===== config.mk =====
export PLATFORM = sky130hd
export DESIGN_NAME = slab_geometry_calculator
export DESIGN_NICKNAME = d
export VERILOG_FILES = /design/src/sgc_pkg.sv /design/src/sgc_prep.sv /design/src/sgc_div_cell.sv /design/src/sgc_order_sel.sv /design/src/slab_geometry_calculator.sv
export SDC_FILE = /design/constraint.sdc
export NUM_CORES = 2
export LEC_CHECK = 0
export BUFFER_PORTS_ARGS = -buffer_cell sky130_fd_sc_hd__buf_2
export CELL_PAD_IN_SITES_DETAIL_PLACEMENT = 1
export CELL_PAD_IN_SITES_GLOBAL_PLACEMENT = 1
export CORE_MARGIN = 1
export CORE_UTILIZATION = 30
export DETAILED_ROUTE_END_ITERATION = 7
export PLACE_DENSITY_LB_ADDON = 0.15
export SETUP_SLACK_MARGIN = 0.5
export SLEW_MARGIN = 20
export SYNTH_ARGS = -nofsm -noshare
export SYNTH_HDL_FRONTEND = slang
export SYNTH_SLANG_ARGS = --single-unit
export TNS_END_PERCENT = 20

===== constraint.sdc =====
create_clock -name clk -period 11.8 [get_ports clk]
set_input_delay 0.59 -clock clk [delete_from_list [all_inputs] [get_ports clk]]
set_output_delay 0.59 -clock clk [all_outputs]
set_load 0.05 [all_outputs]

===== src/sgc_pkg.sv =====
`timescale 1ns / 1ps
// Shared types and fixed constants for the slab geometry calculator.
// No dependencies.
package sgc_pkg;

  localparam int SIZE_W = 16;
  localparam int OBJ_W = 13;
  localparam int ORD_W = 2;
  localparam int WASTE_W = 7;

  localparam int MIN_SLOT_SHIFT = 3;
  localparam int MAX_SLOT_SHIFT = 12;
  localparam int SMALL_SHIFT = 3;
  localparam int WASTE_LIMIT = 13;
  localparam int PCT_SCALE = 100;
  localparam int OBJ_MAX = 8191;

  typedef enum logic [1:0] {
    ST_OK        = 2'd0,
    ST_BAD_ALIGN = 2'd1,
    ST_TOO_LARGE = 2'd2,
    ST_ZERO      = 2'd3
  } status_t;

  typedef struct packed {
    logic    valid;
    status_t status;
  } ctl_t;

endpackage


===== src/sgc_prep.sv =====
`timescale 1ns / 1ps
// Front stage: alignment checks, align-up, rounding to a power of two,
// and the seed of the division chain. Depends on sgc_pkg.
module sgc_prep #(
  parameter int QW = 16
) (
  input  logic                           clk,
  input  logic                           rst,
  input  logic                           round_en,
  input  logic                           req_valid,
  input  logic [sgc_pkg::SIZE_W-1:0]     object_size,
  input  logic [sgc_pkg::SIZE_W-1:0]     alignment,
  output logic                           up_ready,
  input  logic                           dn_ready,
  output sgc_pkg::ctl_t                  ctl,
  output logic [sgc_pkg::SIZE_W-1:0]     slot,
  output logic [sgc_pkg::SIZE_W-1:0]     rem,
  output logic [QW-1:0]                  quo
);

  localparam logic [15:0] MIN_SLOT = 16'(1 << sgc_pkg::MIN_SLOT_SHIFT);
  localparam logic [16:0] MAX_SLOT = 17'(1 << sgc_pkg::MAX_SLOT_SHIFT);

  logic              vld;
  sgc_pkg::status_t  status;
  logic [15:0]       align_m1;
  logic [16:0]       sum;
  logic [16:0]       aligned;
  logic [15:0]       clamped;
  logic [15:0]       smear;
  logic [15:0]       pow2;
  logic [15:0]       slot_sel;
  sgc_pkg::status_t  st;

  always_comb begin
    align_m1 = alignment - 16'd1;
    sum      = {1'b0, object_size} + {1'b0, align_m1};
    aligned  = sum & ~{1'b0, align_m1};
    if (aligned[15:0] < MIN_SLOT) begin
      clamped = MIN_SLOT;
    end else begin
      clamped = aligned[15:0];
    end
    smear = clamped - 16'd1;
    smear = smear | (smear >> 1);
    smear = smear | (smear >> 2);
    smear = smear | (smear >> 4);
    smear = smear | (smear >> 8);
    pow2  = smear + 16'd1;
    slot_sel = round_en ? pow2 : aligned[15:0];
    if (alignment == 16'd0 || (alignment & align_m1) != 16'd0) begin
      st = sgc_pkg::ST_BAD_ALIGN;
    end else if (object_size == 16'd0) begin
      st = sgc_pkg::ST_ZERO;
    end else if (aligned[16]) begin
      st = sgc_pkg::ST_TOO_LARGE;
    end else if (round_en && aligned > MAX_SLOT) begin
      st = sgc_pkg::ST_TOO_LARGE;
    end else begin
      st = sgc_pkg::ST_OK;
    end
  end

  assign up_ready = !vld || dn_ready;

  always_ff @(posedge clk) begin
    if (rst) begin
      vld <= 1'b0;
    end else if (up_ready) begin
      vld <= req_valid;
    end
  end

  always_ff @(posedge clk) begin
    if (up_ready && req_valid) begin
      status <= st;
      slot   <= slot_sel;
      rem    <= (slot_sel == 16'd1) ? 16'd0 : 16'd1;
      quo    <= QW'(slot_sel == 16'd1);
    end
  end

  assign ctl.valid  = vld;
  assign ctl.status = status;

endmodule


===== src/sgc_div_cell.sv =====
`timescale 1ns / 1ps
// One restoring-division cell: doubles the remainder of 2^STEP by the slot
// and shifts in one quotient bit; latches order taps. Depends on sgc_pkg.
module sgc_div_cell #(
  parameter int STEP = 1,
  parameter int BASE = 12,
  parameter int NORD = 4,
  parameter int QW   = 16
) (
  input  logic                                   clk,
  input  logic                                   rst,
  input  sgc_pkg::ctl_t                          up_ctl,
  input  logic [sgc_pkg::SIZE_W-1:0]             up_slot,
  input  logic [sgc_pkg::SIZE_W-1:0]             up_rem,
  input  logic [QW-1:0]                          up_quo,
  input  logic [NORD-1:0][sgc_pkg::SIZE_W-1:0]   up_taps,
  output logic                                   up_ready,
  input  logic                                   dn_ready,
  output sgc_pkg::ctl_t                          ctl,
  output logic [sgc_pkg::SIZE_W-1:0]             slot,
  output logic [sgc_pkg::SIZE_W-1:0]             rem,
  output logic [QW-1:0]                          quo,
  output logic [NORD-1:0][sgc_pkg::SIZE_W-1:0]   taps
);

  logic                                  vld;
  sgc_pkg::status_t                      status;
  logic [16:0]                           dbl;
  logic [16:0]                           diff;
  logic                                  ge;
  logic [15:0]                           rem_new;
  logic [NORD-1:0][sgc_pkg::SIZE_W-1:0]  taps_new;

  always_comb begin
    dbl     = {up_rem, 1'b0};
    diff    = dbl - {1'b0, up_slot};
    ge      = dbl >= {1'b0, up_slot};
    rem_new = ge ? diff[15:0] : dbl[15:0];
    for (int o = 0; o < NORD; o++) begin
      taps_new[o] = (STEP == BASE + o) ? rem_new : up_taps[o];
    end
  end

  assign up_ready = !vld || dn_ready;

  always_ff @(posedge clk) begin
    if (rst) begin
      vld <= 1'b0;
    end else if (up_ready) begin
      vld <= up_ctl.valid;
    end
  end

  always_ff @(posedge clk) begin
    if (up_ready && up_ctl.valid) begin
      status <= up_ctl.status;
      slot   <= up_slot;
      rem    <= rem_new;
      quo    <= {up_quo[QW-2:0], ge};
      taps   <= taps_new;
    end
  end

  assign ctl.valid  = vld;
  assign ctl.status = status;

endmodule


===== src/sgc_order_sel.sv =====
`timescale 1ns / 1ps
// Back end: per-order waste and slot counts, then order choice and the
// output register. Depends on sgc_pkg.
module sgc_order_sel #(
  parameter int PAGE_SHIFT = 12,
  parameter int BASE       = 12,
  parameter int NORD       = 4,
  parameter int N          = 15,
  parameter int QW         = 16
) (
  input  logic                                   clk,
  input  logic                                   rst,
  input  sgc_pkg::ctl_t                          up_ctl,
  input  logic [sgc_pkg::SIZE_W-1:0]             up_slot,
  input  logic [QW-1:0]                          up_quo,
  input  logic [NORD-1:0][sgc_pkg::SIZE_W-1:0]   up_taps,
  output logic                                   up_ready,
  output logic                                   rsp_valid,
  input  logic                                   rsp_stall,
  output logic [1:0]                             status,
  output logic [sgc_pkg::SIZE_W-1:0]             slot_size,
  output logic [sgc_pkg::OBJ_W-1:0]              objects_per_slab,
  output logic [sgc_pkg::ORD_W-1:0]              slab_order
);

  localparam int EW = (QW > sgc_pkg::OBJ_W) ? QW : sgc_pkg::OBJ_W;
  localparam int OW = (NORD > 1) ? $clog2(NORD) : 1;
  localparam logic [16:0] SMALL_LIM = 17'((1 << PAGE_SHIFT) >> sgc_pkg::SMALL_SHIFT);

  function automatic logic [sgc_pkg::OBJ_W-1:0] sat_objs(input logic [QW-1:0] q);
    logic [EW-1:0] qe;
    qe = EW'(q);
    return (qe > EW'(sgc_pkg::OBJ_MAX)) ? sgc_pkg::OBJ_W'(sgc_pkg::OBJ_MAX)
                                        : qe[sgc_pkg::OBJ_W-1:0];
  endfunction

  // stage A
  logic                                          a_vld;
  sgc_pkg::status_t                              a_status;
  logic [sgc_pkg::SIZE_W-1:0]                    a_slot;
  logic                                          a_small;
  logic [sgc_pkg::OBJ_W-1:0]                     a_objs_small;
  logic [NORD-1:0]                               a_fit;
  logic [NORD-1:0][sgc_pkg::OBJ_W-1:0]           a_objs;
  logic [NORD-1:0][sgc_pkg::WASTE_W-1:0]         a_waste;

  logic [NORD-1:0]                               fit_c;
  logic [NORD-1:0][sgc_pkg::OBJ_W-1:0]           objs_c;
  logic [NORD-1:0][sgc_pkg::WASTE_W-1:0]         waste_c;
  logic [QW-1:0]                                 q_o;
  logic [22:0]                                   prod;
  logic                                          a_ready;

  always_comb begin
    for (int o = 0; o < NORD; o++) begin
      q_o        = up_quo >> (N - BASE - o);
      fit_c[o]   = |q_o;
      objs_c[o]  = sat_objs(q_o);
      prod       = 23'(up_taps[o]) * 23'(sgc_pkg::PCT_SCALE);
      waste_c[o] = sgc_pkg::WASTE_W'(prod >> (BASE + o));
    end
  end

  assign a_ready  = !rsp_valid || !rsp_stall;
  assign up_ready = !a_vld || a_ready;

  always_ff @(posedge clk) begin
    if (rst) begin
      a_vld <= 1'b0;
    end else if (up_ready) begin
      a_vld <= up_ctl.valid;
    end
  end

  always_ff @(posedge clk) begin
    if (up_ready && up_ctl.valid) begin
      a_status     <= up_ctl.status;
      a_slot       <= up_slot;
      a_small      <= {1'b0, up_slot} < SMALL_LIM;
      a_objs_small <= sat_objs(up_quo >> (N - PAGE_SHIFT));
      a_fit        <= fit_c;
      a_objs       <= objs_c;
      a_waste      <= waste_c;
    end
  end

  // stage B: order choice
  logic                          found;
  logic                          have_best;
  logic [sgc_pkg::WASTE_W-1:0]   best_w;
  logic [sgc_pkg::OBJ_W-1:0]     best_objs;
  logic [OW-1:0]                 best_ord;
  logic [sgc_pkg::OBJ_W-1:0]     sel_objs;
  logic [OW-1:0]                 sel_ord;
  sgc_pkg::status_t              st_c;

  always_comb begin
    found     = 1'b0;
    have_best = 1'b0;
    best_w    = sgc_pkg::WASTE_W'(sgc_pkg::PCT_SCALE);
    best_objs = '0;
    best_ord  = '0;
    sel_objs  = '0;
    sel_ord   = '0;
    if (a_small) begin
      found    = 1'b1;
      sel_objs = a_objs_small;
    end else begin
      for (int o = 0; o < NORD; o++) begin
        if (a_fit[o] && !found) begin
          if (a_waste[o] < sgc_pkg::WASTE_W'(sgc_pkg::WASTE_LIMIT)) begin
            found    = 1'b1;
            sel_objs = a_objs[o];
            sel_ord  = OW'(o);
          end else if (a_waste[o] < best_w) begin
            have_best = 1'b1;
            best_w    = a_waste[o];
            best_objs = a_objs[o];
            best_ord  = OW'(o);
          end
        end
      end
      if (!found && have_best) begin
        found    = 1'b1;
        sel_objs = best_objs;
        sel_ord  = best_ord;
      end
    end
    if (a_status != sgc_pkg::ST_OK) begin
      st_c = a_status;
    end else if (!found) begin
      st_c = sgc_pkg::ST_TOO_LARGE;
    end else begin
      st_c = sgc_pkg::ST_OK;
    end
  end

  always_ff @(posedge clk) begin
    if (rst) begin
      rsp_valid <= 1'b0;
    end else if (a_ready) begin
      rsp_valid <= a_vld;
    end
  end

  always_ff @(posedge clk) begin
    if (a_ready && a_vld) begin
      status <= st_c;
      if (st_c == sgc_pkg::ST_OK) begin
        slot_size        <= a_slot;
        objects_per_slab <= sel_objs;
        slab_order       <= sgc_pkg::ORD_W'(sel_ord);
      end else begin
        slot_size        <= '0;
        objects_per_slab <= '0;
        slab_order       <= '0;
      end
    end
  end

endmodule


===== src/slab_geometry_calculator.sv =====
`timescale 1ns / 1ps
// Registers in order: sgc_prep, the division cells, then stage A and the output of sgc_order_sel.
// Throughput: one transaction per cycle without rsp_stall; a chain of restoring-division
// cells, one per quotient bit of 2^k / slot, carries each request, later ones behind it.
// Reset (rst, synchronous): empties every stage and sets round_to_power_of_two to 1.
// Depends on sgc_pkg, sgc_prep, sgc_div_cell, sgc_order_sel.
module slab_geometry_calculator #(
  parameter int PAGE_SHIFT       = 12,
  parameter int BASE_ORDER_SHIFT = 12,
  parameter int MAX_PAGE_ORDER   = 3
) (
  input  logic                               clk,
  input  logic                               rst,
  input  logic                               req_valid,
  output logic                               req_stall,
  input  logic [sgc_pkg::SIZE_W-1:0]         object_size,
  input  logic [sgc_pkg::SIZE_W-1:0]         alignment,
  output logic                               rsp_valid,
  input  logic                               rsp_stall,
  output logic [1:0]                         status,
  output logic [sgc_pkg::SIZE_W-1:0]         slot_size,
  output logic [sgc_pkg::OBJ_W-1:0]          objects_per_slab,
  output logic [sgc_pkg::ORD_W-1:0]          slab_order,
  input  logic                               cfg_valid,
  output logic                               cfg_ready,
  input  logic                               cfg_data
);

  localparam int NORD = MAX_PAGE_ORDER + 1;
  localparam int TOP  = BASE_ORDER_SHIFT + MAX_PAGE_ORDER;
  localparam int N    = (TOP > PAGE_SHIFT) ? TOP : PAGE_SHIFT;
  localparam int QW   = N + 1;

  logic round_to_power_of_two;

  assign cfg_ready = 1'b1;

  always_ff @(posedge clk) begin
    if (rst) begin
      round_to_power_of_two <= 1'b1;
    end else if (cfg_valid && cfg_ready) begin
      round_to_power_of_two <= cfg_data;
    end
  end

  sgc_pkg::ctl_t                           ctl_s  [0:N];
  logic [sgc_pkg::SIZE_W-1:0]              slot_s [0:N];
  logic [sgc_pkg::SIZE_W-1:0]              rem_s  [0:N];
  logic [QW-1:0]                           quo_s  [0:N];
  logic [NORD-1:0][sgc_pkg::SIZE_W-1:0]    taps_s [0:N];
  logic                                    rdy_s  [0:N+1];

  assign req_stall = !rdy_s[0];
  assign taps_s[0] = '0;

  sgc_prep #(
    .QW(QW)
  ) u_prep (
    .clk        (clk),
    .rst        (rst),
    .round_en   (round_to_power_of_two),
    .req_valid  (req_valid),
    .object_size(object_size),
    .alignment  (alignment),
    .up_ready   (rdy_s[0]),
    .dn_ready   (rdy_s[1]),
    .ctl        (ctl_s[0]),
    .slot       (slot_s[0]),
    .rem        (rem_s[0]),
    .quo        (quo_s[0])
  );

  for (genvar j = 1; j <= N; j++) begin : g_cell
    sgc_div_cell #(
      .STEP(j),
      .BASE(BASE_ORDER_SHIFT),
      .NORD(NORD),
      .QW  (QW)
    ) u_cell (
      .clk     (clk),
      .rst     (rst),
      .up_ctl  (ctl_s[j-1]),
      .up_slot (slot_s[j-1]),
      .up_rem  (rem_s[j-1]),
      .up_quo  (quo_s[j-1]),
      .up_taps (taps_s[j-1]),
      .up_ready(rdy_s[j]),
      .dn_ready(rdy_s[j+1]),
      .ctl     (ctl_s[j]),
      .slot    (slot_s[j]),
      .rem     (rem_s[j]),
      .quo     (quo_s[j]),
      .taps    (taps_s[j])
    );
  end

  sgc_order_sel #(
    .PAGE_SHIFT(PAGE_SHIFT),
    .BASE      (BASE_ORDER_SHIFT),
    .NORD      (NORD),
    .N         (N),
    .QW        (QW)
  ) u_sel (
    .clk             (clk),
    .rst             (rst),
    .up_ctl          (ctl_s[N]),
    .up_slot         (slot_s[N]),
    .up_quo          (quo_s[N]),
    .up_taps         (taps_s[N]),
    .up_ready        (rdy_s[N+1]),
    .rsp_valid       (rsp_valid),
    .rsp_stall       (rsp_stall),
    .status          (status),
    .slot_size       (slot_size),
    .objects_per_slab(objects_per_slab),
    .slab_order      (slab_order)
  );

endmodule


==> metrics.txt <==
status complete, no violations; Starting Density 30.2%; CP Data Required Time 12.22 ns; reg-to-reg critical path startpoint u_sel.a_waste[6]$_DFFE_PP_; worst slew pin tran 1.03 ns; die area 0.170 mm²; Yosys top cell by area edfxtp_1; Area Overhead vs Synth 13.5%; Power, Total 0.00728 W; Die X 412 µm; post_cts resized 0; cells after synthesis 4292; minimum clock period 9.27 ns; Seq/Total Area, Yosys 54.1%; clock network fraction of design power 46.0%; Worst-Skew Late Latency 0.74 ns; Reg2Reg Depth 30; CP Data Arrival Time 9.69 ns; cell area after synthesis 0.0505 mm²; Distinct cells, synth 87; crit path max fanout 9; vias in the first global route 33600; number of routed nets with antenna violations 0; clock root buffer clkbuf_16; routed via count 32000; drt pass-1 iters 7; first-pass GRT wire length 191000 µm; #FFs+latches synth 916; critical path capture point type register; Switching Fraction 22.2%; Hold Vio Cnt, Final 0; Psw 0.00162 W; CTS max path bufs 3; PwrDens 127 mW/mm²; maximum vdd drop 0.000132 V; WS Path Type in -> reg; initial antenna violation count 0; Gate power share 4.9%; Lkg Pwr 22.5 nW; drt total wl 121000 µm; largest net degree at the start of global routing 68; synth warn 0; Largest stage delay, worst path 0.64 ns; Post-synth EDFFs 897; Synth Area per Inst 11.8 µm²; 1st-iter DRT viols 1443; Nets 4964; syn nets 4833; Placer Congestion 0.790; Seq pwr share 49.1%; layout cells sized above 1 11.8%; ys async rst share 0%; Fin Setup TNS 0 ns; H-tree depth 3; crit path capture u_prep.rem[0]$_DFFE_PP_; die span in y 412 µm; DRC viols 0; Main synth FF type edfxtp_1; total track usage 14.3%; number of max-cap violations 0; vias per cell 4.77; Clock transition at path regs 0.06 ns; Max-Slew Margin vs Limit 31.3%; Port Buf Inserts 72; period utilisation layout 78.6%; io pins 74; Clock Skew 0.0580 ns; Worst Setup SP alignment[0]; Worst path most repeated cell ha_1; most frequent cells in the layout edfxtp_1, inv_1, ha_1; # diodes 0; TritonCTS clock tree built; Internal 0.00566 W; Max Slew Vio Count 0; worst reg2reg path endpoint u_sel.objects_per_slab[10]$_SDFFCE_PP0P_; Min-Delay Path Class in -> reg; hold_buf cts 0; R2R Setup Slk 3.73 ns; Avg WL per Cell 18.0 µm; CTS Sinks 916; grt total ovfl 0; CTS buffer count 108; commonest non-fill, non-tap cell in the layout edfxtp_1; post-CTS setup buffers 0; core area 0.167 mm²; CP startpoint kind input pin; final setup fails 0; Crit-path slowest cell or4b_1; f_max 0.108 GHz; # rows 150; unrepaired setup endpoints after global routing false; top-area cell type share of the netlist area 53.3%; post-DP HPWL 94900 µm; top post-synthesis cells by area edfxtp_1, ha_1, inv_1
worst min-delay path by stage:
stage	startpoint	endpoint	slack (ns)	cells after the start
2_1_floorplan	g_cell[9].u_cell.quo[9]$_DFFE_PP_	g_cell[10].u_cell.quo[10]$_DFFE_PP_	0.40	0
3_3_place_gp	g_cell[14].u_cell.taps[24]$_DFFE_PP_	g_cell[15].u_cell.taps[24]$_DFFE_PP_	0.40	0
3_5_place_dp	g_cell[9].u_cell.status[0]$_DFFE_PP_	g_cell[10].u_cell.status[0]$_DFFE_PP_	0.41	0
4_1_cts	cfg_valid	round_to_power_of_two$_SDFFE_PP1P_	0.02	2
5_1_grt	cfg_valid	round_to_power_of_two$_SDFFE_PP1P_	0.07	2
6_report	cfg_valid	round_to_power_of_two$_SDFFE_PP1P_	0.09	2
cell families after synthesis:
| logic type | after synthesis | share of synthesized area [%] |
|---|---|---|
| flip-flops | 916 | 54.1 |
| buffers and inverters | 706 | 5.27 |
| XOR/XNOR | 90 | 1.56 |
| AO/OA/AOI/OAI | 728 | 9.72 |
| adder cells (fa/ha/maj) | 503 | 13.3 |
| multiplexers | 222 | 4.86 |
| other | 1 | 0.00742 |
| AND/OR/NAND/NOR | 1126 | 11.2 |
flip-flops by register name, summed over array words and instances, names as in the netlist, 4 cells and up:
signal                  cells
u_sel.a_waste              28
u_sel.a_objs_small         13
u_sel.a_slot               16
g_cell.u_cell.vld          15
g_cell.u_cell.status       30
g_cell.u_cell.slot        240
u_sel.slot_size            16
u_prep.slot                16
g_cell.u_cell.taps        112
g_cell.u_cell.quo         135
g_cell.u_cell.rem         224
u_sel.a_objs               39
u_sel.objects_per_slab     13
u_sel.a_fit                 4
worst max-delay path: cells and delay by family:
| family | cells | cell delay (ns) |
|---|---|---|
| muxes | 1 | 0.31 |
| adders and majority gates | 5 | 1.38 |
| and+or+nand+nor | 17 | 5.83 |
| AOI/OAI and AO/OA | 6 | 1.07 |
| buffers and inverters | 5 | 0.48 |
power groups by stage:
stage,Sequential [W],Clock [W],Combinational (W)
6_report,0.00357,0.00335,0.000356
5_1_grt,0.00357,0.00358,0.000398
4_1_cts,0.00357,0.00348,0.000356
3_5_place_dp,0.00364,0,0.000354
3_3_place_gp,0.00364,0,0.000351
2_1_floorplan,0.00363,0,0.000260
stage by stage:
step / setup slack (ns) / cell area (µm²) / std cells / hold slack, ns / util (%)
6_report: 2.53 / 57300 / 6714 / 0.0887 / 34.3
3_3_place_gp: 2.23 / 53700 / 6517 / 0.401 / 32.1
5_1_grt: 2.01 / 57300 / 6714 / 0.0655 / 34.3
4_1_cts: 2.71 / 57300 / 6714 / 0.0177 / 34.3
3_5_place_dp: 1.96 / 53700 / 6517 / 0.405 / 32.1
2_1_floorplan: 3.66 / 50500 / 4292 / 0.400 / -
cell type report:
cell class,count,area (µm²)
flip-flops and latches,916,27300
fillers,18100,110000
clock inverters,64,783
inverters,625,2350
clock buffers,133,2820
well taps,2204,2760
multi-input cells,2670,20700
repair buffers,102,586
layer usage:
layer	GRT usage (%)	up-vias	share of wire, %
li1	-	15800	-
met1	17.6	15700	44
met2	25.9	328	51
met3	1.96	175	2.5
met4	3.83	0	2.4
met5	0	-	0
cells in the mapped netlist, types with 13 or more instances:
| library cell | count |
|---|---|
| edfxtp_1 | 897 |
| inv_1 | 625 |
| ha_1 | 447 |
| nor2_1 | 326 |
| nand2_1 | 220 |
| o21ai_0 | 200 |
| mux2_2 | 186 |
| a21oi_1 | 114 |
| a21boi_0 | 92 |
| nor3_1 | 91 |
| or3_1 | 80 |
| xnor2_1 | 80 |
| nor2b_1 | 75 |
| clkbuf_1 | 70 |
| a21o_1 | 60 |
| nand4_1 | 60 |
| fa_1 | 56 |
| and2_1 | 52 |
| nor4_1 | 48 |
| nand3_1 | 45 |
| a211oi_1 | 43 |
| o21a_1 | 37 |
| mux2i_1 | 36 |
| or2_2 | 30 |
| o211ai_1 | 29 |
| nand2b_1 | 24 |
| and3_1 | 21 |
| dfxtp_1 | 19 |
| o31ai_1 | 14 |
| a2111oi_0 | 13 |
| a222oi_1 | 13 |
No activity file was read; power rests on OpenSTA's default activity.
